$ cat src/rtl/sbl_pkg.sv
// Shared types and constants for the 3x3 Sobel gradient stream block.
// No dependencies; every other source file but sbl_line_buf.sv refers to it by scoped names.
package sbl_pkg;

  localparam int PIXEL_W    = 8;
  localparam int MAG_W      = 8;
  localparam int CFG_W_BITS = 11;
  localparam int CFG_H_BITS = 13;
  localparam int CFG_DATA_W = 13;
  localparam int CFG_IDX_W  = 2;

  // Register indexes of the configuration port.
  localparam logic [CFG_IDX_W-1:0] REG_IMAGE_WIDTH  = 2'd0;
  localparam logic [CFG_IDX_W-1:0] REG_IMAGE_HEIGHT = 2'd1;
  localparam logic [CFG_IDX_W-1:0] REG_ORIENTATION  = 2'd2;

  localparam logic [CFG_W_BITS-1:0] WIDTH_RESET  = 11'd640;
  localparam logic [CFG_H_BITS-1:0] HEIGHT_RESET = 13'd480;

  // Kernel choice.
  localparam logic ORIENT_HORIZONTAL = 1'b0;
  localparam logic ORIENT_VERTICAL   = 1'b1;

  // Position flags of one pixel in the frame.
  typedef struct packed {
    logic interior;
    logic row_end;
    logic frame_end;
  } pos_t;

endpackage

$ cat src/rtl/sbl_kernel.sv
// Six-pixel window of the two previous columns and the Sobel sum for the
// current column; gives |sum| / 4. Depends on sbl_pkg for widths and codes.
module sbl_kernel (
  input  logic                        clk,
  input  logic                        rst_n,
  input  logic                        shift,
  input  logic                        orient,
  input  logic [sbl_pkg::PIXEL_W-1:0] up,
  input  logic [sbl_pkg::PIXEL_W-1:0] mid,
  input  logic [sbl_pkg::PIXEL_W-1:0] px,
  output logic [sbl_pkg::MAG_W-1:0]   magnitude
);

  // Index 0 is column c-2, index 1 column c-1.
  logic [sbl_pkg::PIXEL_W-1:0] top_r [2];
  logic [sbl_pkg::PIXEL_W-1:0] cen_r [2];
  logic [sbl_pkg::PIXEL_W-1:0] bot_r [2];

  logic signed [10:0] t0, t1, t2, c0, c2, b0, b1, b2;
  logic signed [10:0] sum;
  logic        [9:0]  abs_v;

  always_ff @(posedge clk) begin
    if (!rst_n) begin
      top_r <= '{default: '0};
      cen_r <= '{default: '0};
      bot_r <= '{default: '0};
    end else if (shift) begin
      top_r[0] <= top_r[1];
      top_r[1] <= up;
      cen_r[0] <= cen_r[1];
      cen_r[1] <= mid;
      bot_r[0] <= bot_r[1];
      bot_r[1] <= px;
    end
  end

  always_comb begin
    t0 = signed'({3'b000, top_r[0]});
    t1 = signed'({3'b000, top_r[1]});
    t2 = signed'({3'b000, up});
    c0 = signed'({3'b000, cen_r[0]});
    c2 = signed'({3'b000, mid});
    b0 = signed'({3'b000, bot_r[0]});
    b1 = signed'({3'b000, bot_r[1]});
    b2 = signed'({3'b000, px});
    unique case (orient)
      sbl_pkg::ORIENT_HORIZONTAL: sum = (t2 - t0) + ((c2 - c0) <<< 1) + (b2 - b0);
      sbl_pkg::ORIENT_VERTICAL:   sum = (b0 + (b1 <<< 1) + b2) - (t0 + (t1 <<< 1) + t2);
      default:                    sum = '0;
    endcase
    // The sum stays within +/-1020, so its magnitude fits ten bits.
    abs_v = 10'(sum[10] ? -sum : sum);
  end

  // Dropping two bits of the magnitude is division by four toward zero.
  assign magnitude = abs_v[9:2];

endmodule

$ cat config.mk
export PLATFORM = sky130hd
export DESIGN_NAME = sbl_kernel
export DESIGN_NICKNAME = d
export VERILOG_FILES = /design/src/rtl/sbl_pkg.sv /design/src/rtl/sbl_kernel.sv
export SDC_FILE = /design/constraint.sdc
export NUM_CORES = 1
export LEC_CHECK = 0
export ABC_AREA = 1
export BUFFER_PORTS_ARGS = -buffer_cell sky130_fd_sc_hd__buf_4
export CAP_MARGIN = 20
export CORE_MARGIN = 3
export CORE_UTILIZATION = 23
export DETAILED_ROUTE_END_ITERATION = 7
export REMOVE_ABC_BUFFERS = 1
export SLEW_MARGIN = 15
export SYNTH_ARGS = -nofsm -noshare
export SYNTH_HDL_FRONTEND = slang
export SYNTH_SLANG_ARGS = --single-unit
export TNS_END_PERCENT = 30
$ cat constraint.sdc
create_clock -name clk -period 13 [get_ports clk]
set_clock_uncertainty 0.2 [all_clocks]
set_input_delay 2.6 -clock clk [delete_from_list [all_inputs] [get_ports clk]]
set_output_delay 2.6 -clock clk [all_outputs]
set_load 0.05 [all_outputs]
==> results.py <==
metrics = {
    "sta": {
        "fin_hold_ws_ps": 259,
        "setup_slack_ps": 3570,
        "period_share_pct": 72.5,
        "worst_pin_slew_ps": 638,
        "period_needed_ps": 9430,
        "rsz0062_at_grt": "false",
        "slew_headroom_pct": 56.9,
        "slew_violations": 0,
        "max_freq_ghz": 0.106,
        "setup_viol": 0,
        "tns_ps": 0,
        "hold_viol": 0,
    },
    "layout": {
        "fin_cells": 1009,
        "drive_above_1_share_pct": 9.95,
        "final_nets": 851,
        "n_antenna_cell": 0,
        "areaGrowthSynthToFinish_pct": 13.9,
        "final_cell_area_sq_um": 5820,
    },
    "worst_hold_path": {
        "holdPathEnd": "c0[2]",
        "hold_class": "reg -> reg",
        "min_from": "c0[2]",
        "hold_depth": 2,
    },
    "floorplan": {
        "dieArea_sq_um": 24000,
        "core-area_sq_um": 21400,
        "start_util_pct": 23.9,
        "ioPinCount": 36,
        "die_y_microns": 155,
        "die_w_microns": 155,
        "rows": 53,
    },
    "drt": {
        "vias_per_cell": 4.22,
        "avgRoutedWirePerCell_microns": 11.4,
        "vias": 4259,
        "ant_nets": 0,
        "drt_pass1_iterations": 4,
        "dr.first_iter.drc_count": 195,
        "drc": 0,
        "drt-total-wl_microns": 11500,
    },
    "grt": {
        "grtUsageMet1_pct": 13.4,
        "met3_usage_pct": 2.00,
        "top_usage_layer": "met2",
        "grt_pass1_vias": 4356,
        "grt_pass1_wl_microns": 20300,
        "antenna_found_initial": 0,
        "track_usage_pct": 10.1,
        "overflow": 0,
        "grt_max_degree": 61,
        "use_met2_pct": 17.4,
    },
    "setup_path": {
        "rr_endpoint": "b0[3]",
        "start_kind": "input pin",
        "r2r_slack_ps": 12120,
        "worstReg2RegStart": "b0[3]",
        "path_class": "in -> out",
        "crit_path_max_fanout": 10,
        "arrival_ps": 6630,
        "cp-end-kind": "primary output",
        "r2r_cells": 2,
        "critical_path_required_ps": 10200,
    },
    "placed_design": {
        "dpl_worst_slack_ps": 3530,
        "place_congestion": 0.822,
        "post_dp_cell_area_sq_um": 5640,
        "dp_hpwl_microns": 9640,
        "io_buffers": 35,
        "placedCellCount": 1000,
    },
    "yosys": {
        "synth_warnings": 0,
        "synthArstFlopShare_pct": 0,
        "ys_ff_latch": 48,
        "ys_types": 33,
        "synth_edf_count": 0,
        "synth_most_common_cell": "inv_1",
        "synthTopCellsByArea": "dfxtp_1 19%, fa_1 17%, inv_1 12%",
        "avgSynthCellArea_sq_um": 7.23,
        "syn-instance-count": 707,
        "synth_top_cells_by_count": "158 x inv_1, 105 x nand2_1, 67 x a21oi_1",
        "synth_area_sq_um": 5110,
        "synth_ff_type": "dfxtp_1",
        "synth_top_area_cell": "dfxtp_1",
        "netlist.area_leader.share_pct": 18.8,
        "yosysSeqAreaShare_pct": 18.8,
    },
    "clock_network": {
        "clock_sinks": 48,
        "post_cts_buffers": 0,
        "clockBufferDepth": 2,
        "cts_tree": "yes",
        "cts_buffers": 5,
        "cts_max_level": 2,
        "post_cts_resized": 0,
        "cts_root_buf": "clkbuf_16",
        "insertion_delay_ps": 290,
        "cts_hold_buf": 0,
        "clk_pin_slew_ps": 70,
    },
    "pwr": {
        "p_leak_nw": 2.88,
        "powerDensity_nw_per_um2": 227,
        "peakVddDrop_uv": 145,
    },
    "run": {
        "max-cap-violations": 0,
    },
    "outcome": {
        "status": "complete, no violations",
    },
}
[power by group]
part	internal (mW)	total, mW	switching, mW
logic	0.347	1.01	0.668
clock network	0.0906	0.147	0.0563
registers	0.157	0.162	0.00466
total	0.595	1.32	0.729
[layer usage]
metal	part of all wire, %	vias to the layer above	wire, microns
met3	3.7	10	421
met2	46	56	5310
met1	49	1923	5670
met5	0	-	0
met4	0.90	0	104
li1	-	2270	-
[worst max-delay path, cell delays in order]
cell      delay (ps)
buf_4            100
inv_1            120
ha_1             170
inv_1             60
fa_1             400
nand3_1           90
nand2_1          110
a21oi_1          160
o21bai_1         110
a21o_1           170
a21oi_1          260
inv_1            110
fa_1             580
inv_1             50
ha_1             320
nand2_1          110
inv_1             40
a21oi_1          180
nand3_1          100
nand2_1           80
nand2_2           70
a21oi_4          250
nand2_2           80
nand3_1           70
nand2_1           50
buf_4            180
[flip-flops by register name (all words and copies together) (netlist names)]
signal	cells
b0	8
b1	8
c0	8
cen_r	8
t0	8
t1	8
[through the flow]
| stage | utilization (%) | total power, mW |
|---|---|---|
| final | 27.2 | 1.32 |
| after global routing | 27.2 | 1.48 |
| after CTS | 27.1 | 1.34 |
| after detailed placement | 26.3 | 1.19 |
| after global placement | 26.3 | 1.18 |
| after floorplan | - | 0.958 |
[cell families (layout without fill, tap and decap cells)]
group / Yosys count / after routing / share of synthesized area (%)
flops: 48 / 48 / 18.8
buf+inv: 179 / 206 / 13.4
xor+xnor: 23 / 23 / 3.94
compound gates: 134 / 134 / 13.9
fa+ha+maj: 90 / 90 / 28.5
simple gates: 233 / 233 / 21.5
[cells in the final DEF (no fill, tap or decap), types with 2 or more instances in the layout]
master,count
dfxtp_1,48
ha_1,46
inv_2,3
nand3_2,4
nand4_1,8
nor2_2,2
o311ai_0,2
nand2_2,13
nand3_1,48
nand2_1,105
o21ai_0,56
nand3b_1,4
o21a_1,2
a21oi_1,67
inv_1,158
nand2_4,2
clkbuf_16,5
a21o_1,2
nor3_1,4
nor2_1,39
xor2_1,11
o21bai_1,3
buf_4,35
nor2_4,2
fa_1,44
xnor2_1,12
[final cells by class]
class	count	area (sq um)
Timing Repair Buffer	36	278
Fill cell	2369	15600
Tap cell	275	344
Clock inverter	2	35.0
Clock buffer	6	129
Sequential cell	48	961
Multi-Input combinational cell	480	3470
Inverter	162	608
[worst max path at each step]
stage / start / to / slack (ps) / cells past startpoint
floorplan: up[0] / magnitude[1] / 3410 / 23
global placement: up[0] / magnitude[7] / 3610 / 26
detailed placement: up[0] / magnitude[7] / 3530 / 26
CTS: up[0] / magnitude[7] / 3530 / 26
global route: up[0] / magnitude[7] / 3130 / 26
finish: up[0] / magnitude[7] / 3570 / 26
Power figures use the tool's default switching activity.
