File: src/rtl/sbl_pkg.sv
// Shared types and constants for the 3x3 Sobel gradient stream block.
// No dependencies; every other source file but sbl_line_buf.sv refers to it by scoped names.
package sbl_pkg;

  localparam int PIXEL_W    = 8;
  localparam int MAG_W      = 8;
  localparam int CFG_W_BITS = 11;
  localparam int CFG_H_BITS = 13;
  localparam int CFG_DATA_W = 13;
  localparam int CFG_IDX_W  = 2;

  // Register indexes of the configuration port.
  localparam logic [CFG_IDX_W-1:0] REG_IMAGE_WIDTH  = 2'd0;
  localparam logic [CFG_IDX_W-1:0] REG_IMAGE_HEIGHT = 2'd1;
  localparam logic [CFG_IDX_W-1:0] REG_ORIENTATION  = 2'd2;

  localparam logic [CFG_W_BITS-1:0] WIDTH_RESET  = 11'd640;
  localparam logic [CFG_H_BITS-1:0] HEIGHT_RESET = 13'd480;

  // Kernel choice.
  localparam logic ORIENT_HORIZONTAL = 1'b0;
  localparam logic ORIENT_VERTICAL   = 1'b1;

  // Position flags of one pixel in the frame.
  typedef struct packed {
    logic interior;
    logic row_end;
    logic frame_end;
  } pos_t;

endpackage

File: src/rtl/sbl_pos_ctr.sv
// Column and row counters with clamped frame sizes; flags each accepted pixel.
// Depends on sbl_pkg for pos_t and the configuration widths.
module sbl_pos_ctr #(
  parameter int MAX_WIDTH  = 1024,
  parameter int MAX_HEIGHT = 4096
) (
  input  logic                             clk,
  input  logic                             rst_n,
  input  logic                             advance,
  input  logic [sbl_pkg::CFG_W_BITS-1:0]   cfg_width,
  input  logic [sbl_pkg::CFG_H_BITS-1:0]   cfg_height,
  output logic [$clog2(MAX_WIDTH)-1:0]     col_addr,
  output sbl_pkg::pos_t                    pos
);

  localparam int CW = $clog2(MAX_WIDTH);
  localparam int RW = $clog2(MAX_HEIGHT);
  localparam int EW = (CW + 1 > sbl_pkg::CFG_W_BITS) ? CW + 1 : sbl_pkg::CFG_W_BITS;
  localparam int HW = (RW + 1 > sbl_pkg::CFG_H_BITS) ? RW + 1 : sbl_pkg::CFG_H_BITS;

  logic [CW-1:0] col_r, col_nxt;
  logic [RW-1:0] row_r, row_nxt;
  logic [EW-1:0] w_ext, w_eff;
  logic [HW-1:0] h_ext, h_eff;
  logic          last_col, last_row;

  always_comb begin
    w_ext = EW'(cfg_width);
    h_ext = HW'(cfg_height);
    if (w_ext < EW'(3)) begin
      w_eff = EW'(3);
    end else if (w_ext > EW'(MAX_WIDTH)) begin
      w_eff = EW'(MAX_WIDTH);
    end else begin
      w_eff = w_ext;
    end
    if (h_ext < HW'(3)) begin
      h_eff = HW'(3);
    end else if (h_ext > HW'(MAX_HEIGHT)) begin
      h_eff = HW'(MAX_HEIGHT);
    end else begin
      h_eff = h_ext;
    end
  end

  // A counter at or past its last position wraps, which also covers a size
  // that shrank between frames.
  assign last_col = ((EW + 1)'(col_r) + (EW + 1)'(1)) >= (EW + 1)'(w_eff);
  assign last_row = ((HW + 1)'(row_r) + (HW + 1)'(1)) >= (HW + 1)'(h_eff);

  always_comb begin
    col_nxt = col_r;
    row_nxt = row_r;
    if (last_col) begin
      col_nxt = '0;
      row_nxt = last_row ? '0 : RW'(row_r + RW'(1));
    end else begin
      col_nxt = CW'(col_r + CW'(1));
    end
  end

  always_ff @(posedge clk) begin
    if (!rst_n) begin
      col_r <= '0;
      row_r <= '0;
    end else if (advance) begin
      col_r <= col_nxt;
      row_r <= row_nxt;
    end
  end

  assign col_addr      = col_r;
  assign pos.interior  = (col_r >= CW'(2)) && (row_r >= RW'(2));
  assign pos.row_end   = last_col;
  assign pos.frame_end = last_col && last_row;

endmodule

File: config.mk
export PLATFORM = sky130hd
export DESIGN_NAME = sbl_pos_ctr
export DESIGN_NICKNAME = d
export VERILOG_FILES = /design/src/rtl/sbl_pkg.sv /design/src/rtl/sbl_pos_ctr.sv
export SDC_FILE = /design/constraint.sdc
export NUM_CORES = 1
export LEC_CHECK = 0
export BUFFER_PORTS_ARGS = -buffer_cell sky130_fd_sc_hd__buf_2
export CORE_AREA = 3 3 68 64
export DETAILED_ROUTE_END_ITERATION = 10
export DIE_AREA = 0 0 71 67
export PLACE_DENSITY_LB_ADDON = 0.05
export SLEW_MARGIN = 20
export SYNTH_ARGS = -nofsm -noshare
export SYNTH_HDL_FRONTEND = slang
export SYNTH_SLANG_ARGS = --single-unit
File: constraint.sdc
create_clock -name clk -period 3.4 [get_ports clk]
set_input_delay 0.51 -clock clk [delete_from_list [all_inputs] [get_ports clk]]
set_output_delay 0.51 -clock clk [all_outputs]
set_load 0.02 [all_outputs]
==> results.md <==
- The run finished with clean final reports.
- The CTS sink count is 22.
- The post-route non-filler standard cell count is 363.
- The die area is 0.004757 sq mm.
- The critical path data arrival time is 2870 ps.
- The core box area is 0.003679 sq mm.
- For this run, the leading register cell type out of synthesis is dfxtp_1.
- At the end of routability-driven placement, the weighted congestion stood at 0.8355.
- The initial antenna violation count came to 0.
- Setup repair after global routing could not meet its margin everywhere.
- Once detail routing completed, the nets flagged for antenna violations numbered 0.
- The cell sitting at the root of the clock tree is a clkbuf_8.
- Of the available clock period, the critical path in the final layout requires 0.9936.
- Of the total synthesized cell area, the portion taken by AND, OR, NAND and NOR gates is 0.3288.
- IR analysis of the VDD net gives a maximum drop of 0.1957 mV.
- The most repeated library cell on the critical path is and3_4.
- The placed cell count is 356.
- After synthesis the cells add up to 0.002039 sq mm.
- The worst-skew pair later-pin latency is 260 ps.
- Compared with the post-synthesis result, the final layout area differs by 21.84%.
- Dividing total power by cell area gives a power density of 235.3 mW/mm^2.
- The buffer levels on the longest clock path is 2.
- The die is 71 um wide.
- For the worst setup path, the data required time is 2890 ps.
- The number of nets in the layout is 373.
- In this design, the stage delay of the slowest critical-path cell is 550 ps.
- The TritonCTS clock tree is yes.
- The distinct cell type count of the synthesized netlist is 39.
- Walking the worst path, the cells encountered are and3_4, and3_4, and3_4, nand3_4, or2_1, nand2_2, ha_4, a21oi_2, a21boi_1, or4_4, a21oi_4, nor2_1, buf_4.
- After synthesis, the cell types taking the most area are dfxtp_1 22%, ha_1 17%, nand2_1 9.6%.
- The effective utilization at floorplan is 0.5544.
- Summed over all nets, the half-perimeter wirelength after detailed placement is 3934 um.
- Of the total synthesized cell area, the portion taken by full adders, half adders and majority gates is 0.1718.
- The largest clock skew in the final design is 2.207 ps.
- Detailed routing inserted a total of 2028 vias.
- The sum of overflow across all layers after global routing is 0.
- At the pin with the least slew margin, the transition time is 557.0 ps.
- STA classifies the critical path startpoint as a register.
- The final number of hold-violating endpoints is 0.
- After synthesis, the largest family of logic cells by area is simple AND/OR/NAND/NOR gates.
- The number of enable flip-flop cells after synthesis is 0.
- The count of final setup violators is 0.
- The final period demand of the worst path is 3378 ps.
- The floorplan has 21 rows.
- STA classifies the critical path endpoint as an output port.
- For this run, design rule violations remaining after detail routing come to 0.
- The number of hold buffers added after CTS was 0.
- The Yosys step of the flow raised 0 warnings.
- The number of violations reported at the end of detailed-routing iteration 0 is 151.
- The dominant cell type by area after synthesis is dfxtp_1.
- Entering global routing, the biggest net connects 16 pins.
- The first global-routing pass estimated 8059 um of wire.
- The commonest cells after synthesis are 52 x nand2_1, 28 x ha_1, 22 x dfxtp_1.
- The final non-filler cell area is 0.002485 sq mm.
- The total track usage is 0.2115.
- The fraction of synthesis flops using an asynchronous set or reset pin is 0.
- 40 I/O pins were placed.
- The highest-delay cell along the critical path is or4_4.
- The post-synth net total is 326.
- In this run the worst hold path is classified as register to register.
- The average vias per placed instance is 5.587.
- The mean instance size in the synthesized netlist is 7.526 sq um.
- Of the total synthesized cell area, the portion taken by XOR and XNOR cells is 0.06442.
- The area fraction in compound gates after synthesis is 0.1718.
- The filler cell count in the final layout is 333.
- The final routed wire length divided by cell count is 13.43 um.
- The register bit count reported by yosys is 22.
- Summed over all failing endpoints, the final setup total negative slack is 0 ps.
- The number of max-slew violations in the final report is 0.
- By startpoint and endpoint, the worst setup path is classified as register to output port.
- Input and output buffers added on the ports amount to 39.
- The number of detailed-routing iterations run before antenna repair is 5.
- Among all cell types in the netlist, the one instantiated most often is nand2_1.
- The CTS clock-pin slew for the worst setup and hold paths is 70 ps.
- The number of violations of the max-capacitance limit is 0.
- Across all hold checks on the routed design, the worst slack comes to 510.2 ps.
- The via count of the first global-routing pass was 1736.
- The number of diodes is 0.
- The area share of the largest cell type after synthesis is 0.2160.
- Measured against its own limit, the worst slew margin works out to 0.6247.
- The die is 67 um tall.
- The count of H-tree levels built during CTS is 1.
- The total leakage power is 1.144 nW.
- The instance count of the mapped netlist is 271.
- For this block, the routed nets add up to 4874 um of wire.
- The design draws 0.5847 mW.
- The TritonCTS buffer count is 3.
- For this run, the register share of the synthesized area comes to 0.2160.
- The maximum clock frequency is 296.0 MHz.
- The worst-path maximum fanout is 3.
- In the final layout, the share of cells above drive strength 1 is 0.2681.
- The multiplexer fraction of the synthesized cell area is 0.
- In this run the cell area measured after placement is 0.002331 sq mm.
[metrics by stage]
step	utilization	setup slack, ps
4_1_cts	0.6667	4.034
3_3_place_gp	0.6337	86.96
2_1_floorplan	-	178.6
5_1_grt	0.6755	-97.63
3_5_place_dp	0.6337	52.01
6_report	0.6755	21.73
[final timing paths]
path             from       end  slack [ps]  cells after the start
max          row_r[5]    pos[0]          20                     13
max reg2reg  row_r[5]  row_r[9]         400                     13
min reg2reg  row_r[1]  row_r[1]         510                      1
min          row_r[1]  row_r[1]         510                      1
[kinds of logic (layout without fill, tap and decap cells)]
kind of cell,after synthesis,in the layout
compound gates,51,51
simple gates,131,131
flops,22,22
buf+inv,24,70
fa+ha+maj,28,28
xor+xnor,15,15
[final cells by class]
class,count,area [sq um],area share
flip-flops and latches,22,449.2,0.1808
well taps,46,57.56,0.02316
clock buffers,4,55.05,0.02216
repair buffers,54,310.3,0.1249
inverters,12,45.04,0.01813
multi-input cells,225,1568,0.6309
[report_power, final]
| group | switching [mW] | internal, mW | total (mW) |
|---|---|---|---|
| registers | 0.00514 | 0.263 | 0.268 |
| logic | 0.0781 | 0.0559 | 0.134 |
| clock network | 0.0795 | 0.103 | 0.183 |
| total | 0.163 | 0.422 | 0.585 |
[registers in the layout (all words and copies together), names as in the netlist]
name      cells
col_addr     10
row_r        12
[routing by layer]
layer	vias to the layer above	GRT usage	wire length [um]
li1	1066	-	-
met1	905	0.3207	2515
met2	49	0.3090	2019
met3	8	0.03318	289
met4	0	0.04695	49
met5	-	0	0
[placed cells by master (no fill, tap or decap), types with 3 or more instances in the layout]
cell       count
nand3b_1       3
clkbuf_8       4
and3_1         4
a21oi_1       18
a31oi_1        6
nor2_1        10
o22ai_1        4
nand3_1       14
nand2_1       51
ha_1          26
xnor2_1        5
dfxtp_2        7
o2bb2ai_1      7
o21ai_0        4
nand2b_1      10
and3_4         4
xor2_1        10
nor4_1         9
dfxtp_1       15
inv_1         10
buf_4         16
nor3_1         4
or4_1          3
buf_2         38
nand4_1        6
[repair_timing]
| action | CTS | global route |
|---|---|---|
| buffers inserted | 2 | 1 |
| gates resized for setup | 13 | 8 |
| setup endpoints to repair | 1 | 2 |
| pin swaps | 2 | 6 |
[critical path: cells and delay by family (launching register included)]
kind,cells,cell delay [ps]
AND/OR/NAND/NOR,8,1570
AO/OA/AOI/OAI,3,340
flip-flops,1,330
adder cells (fa/ha/maj),1,200
buffers and inverters,1,150
Power figures use the tool's default switching activity.
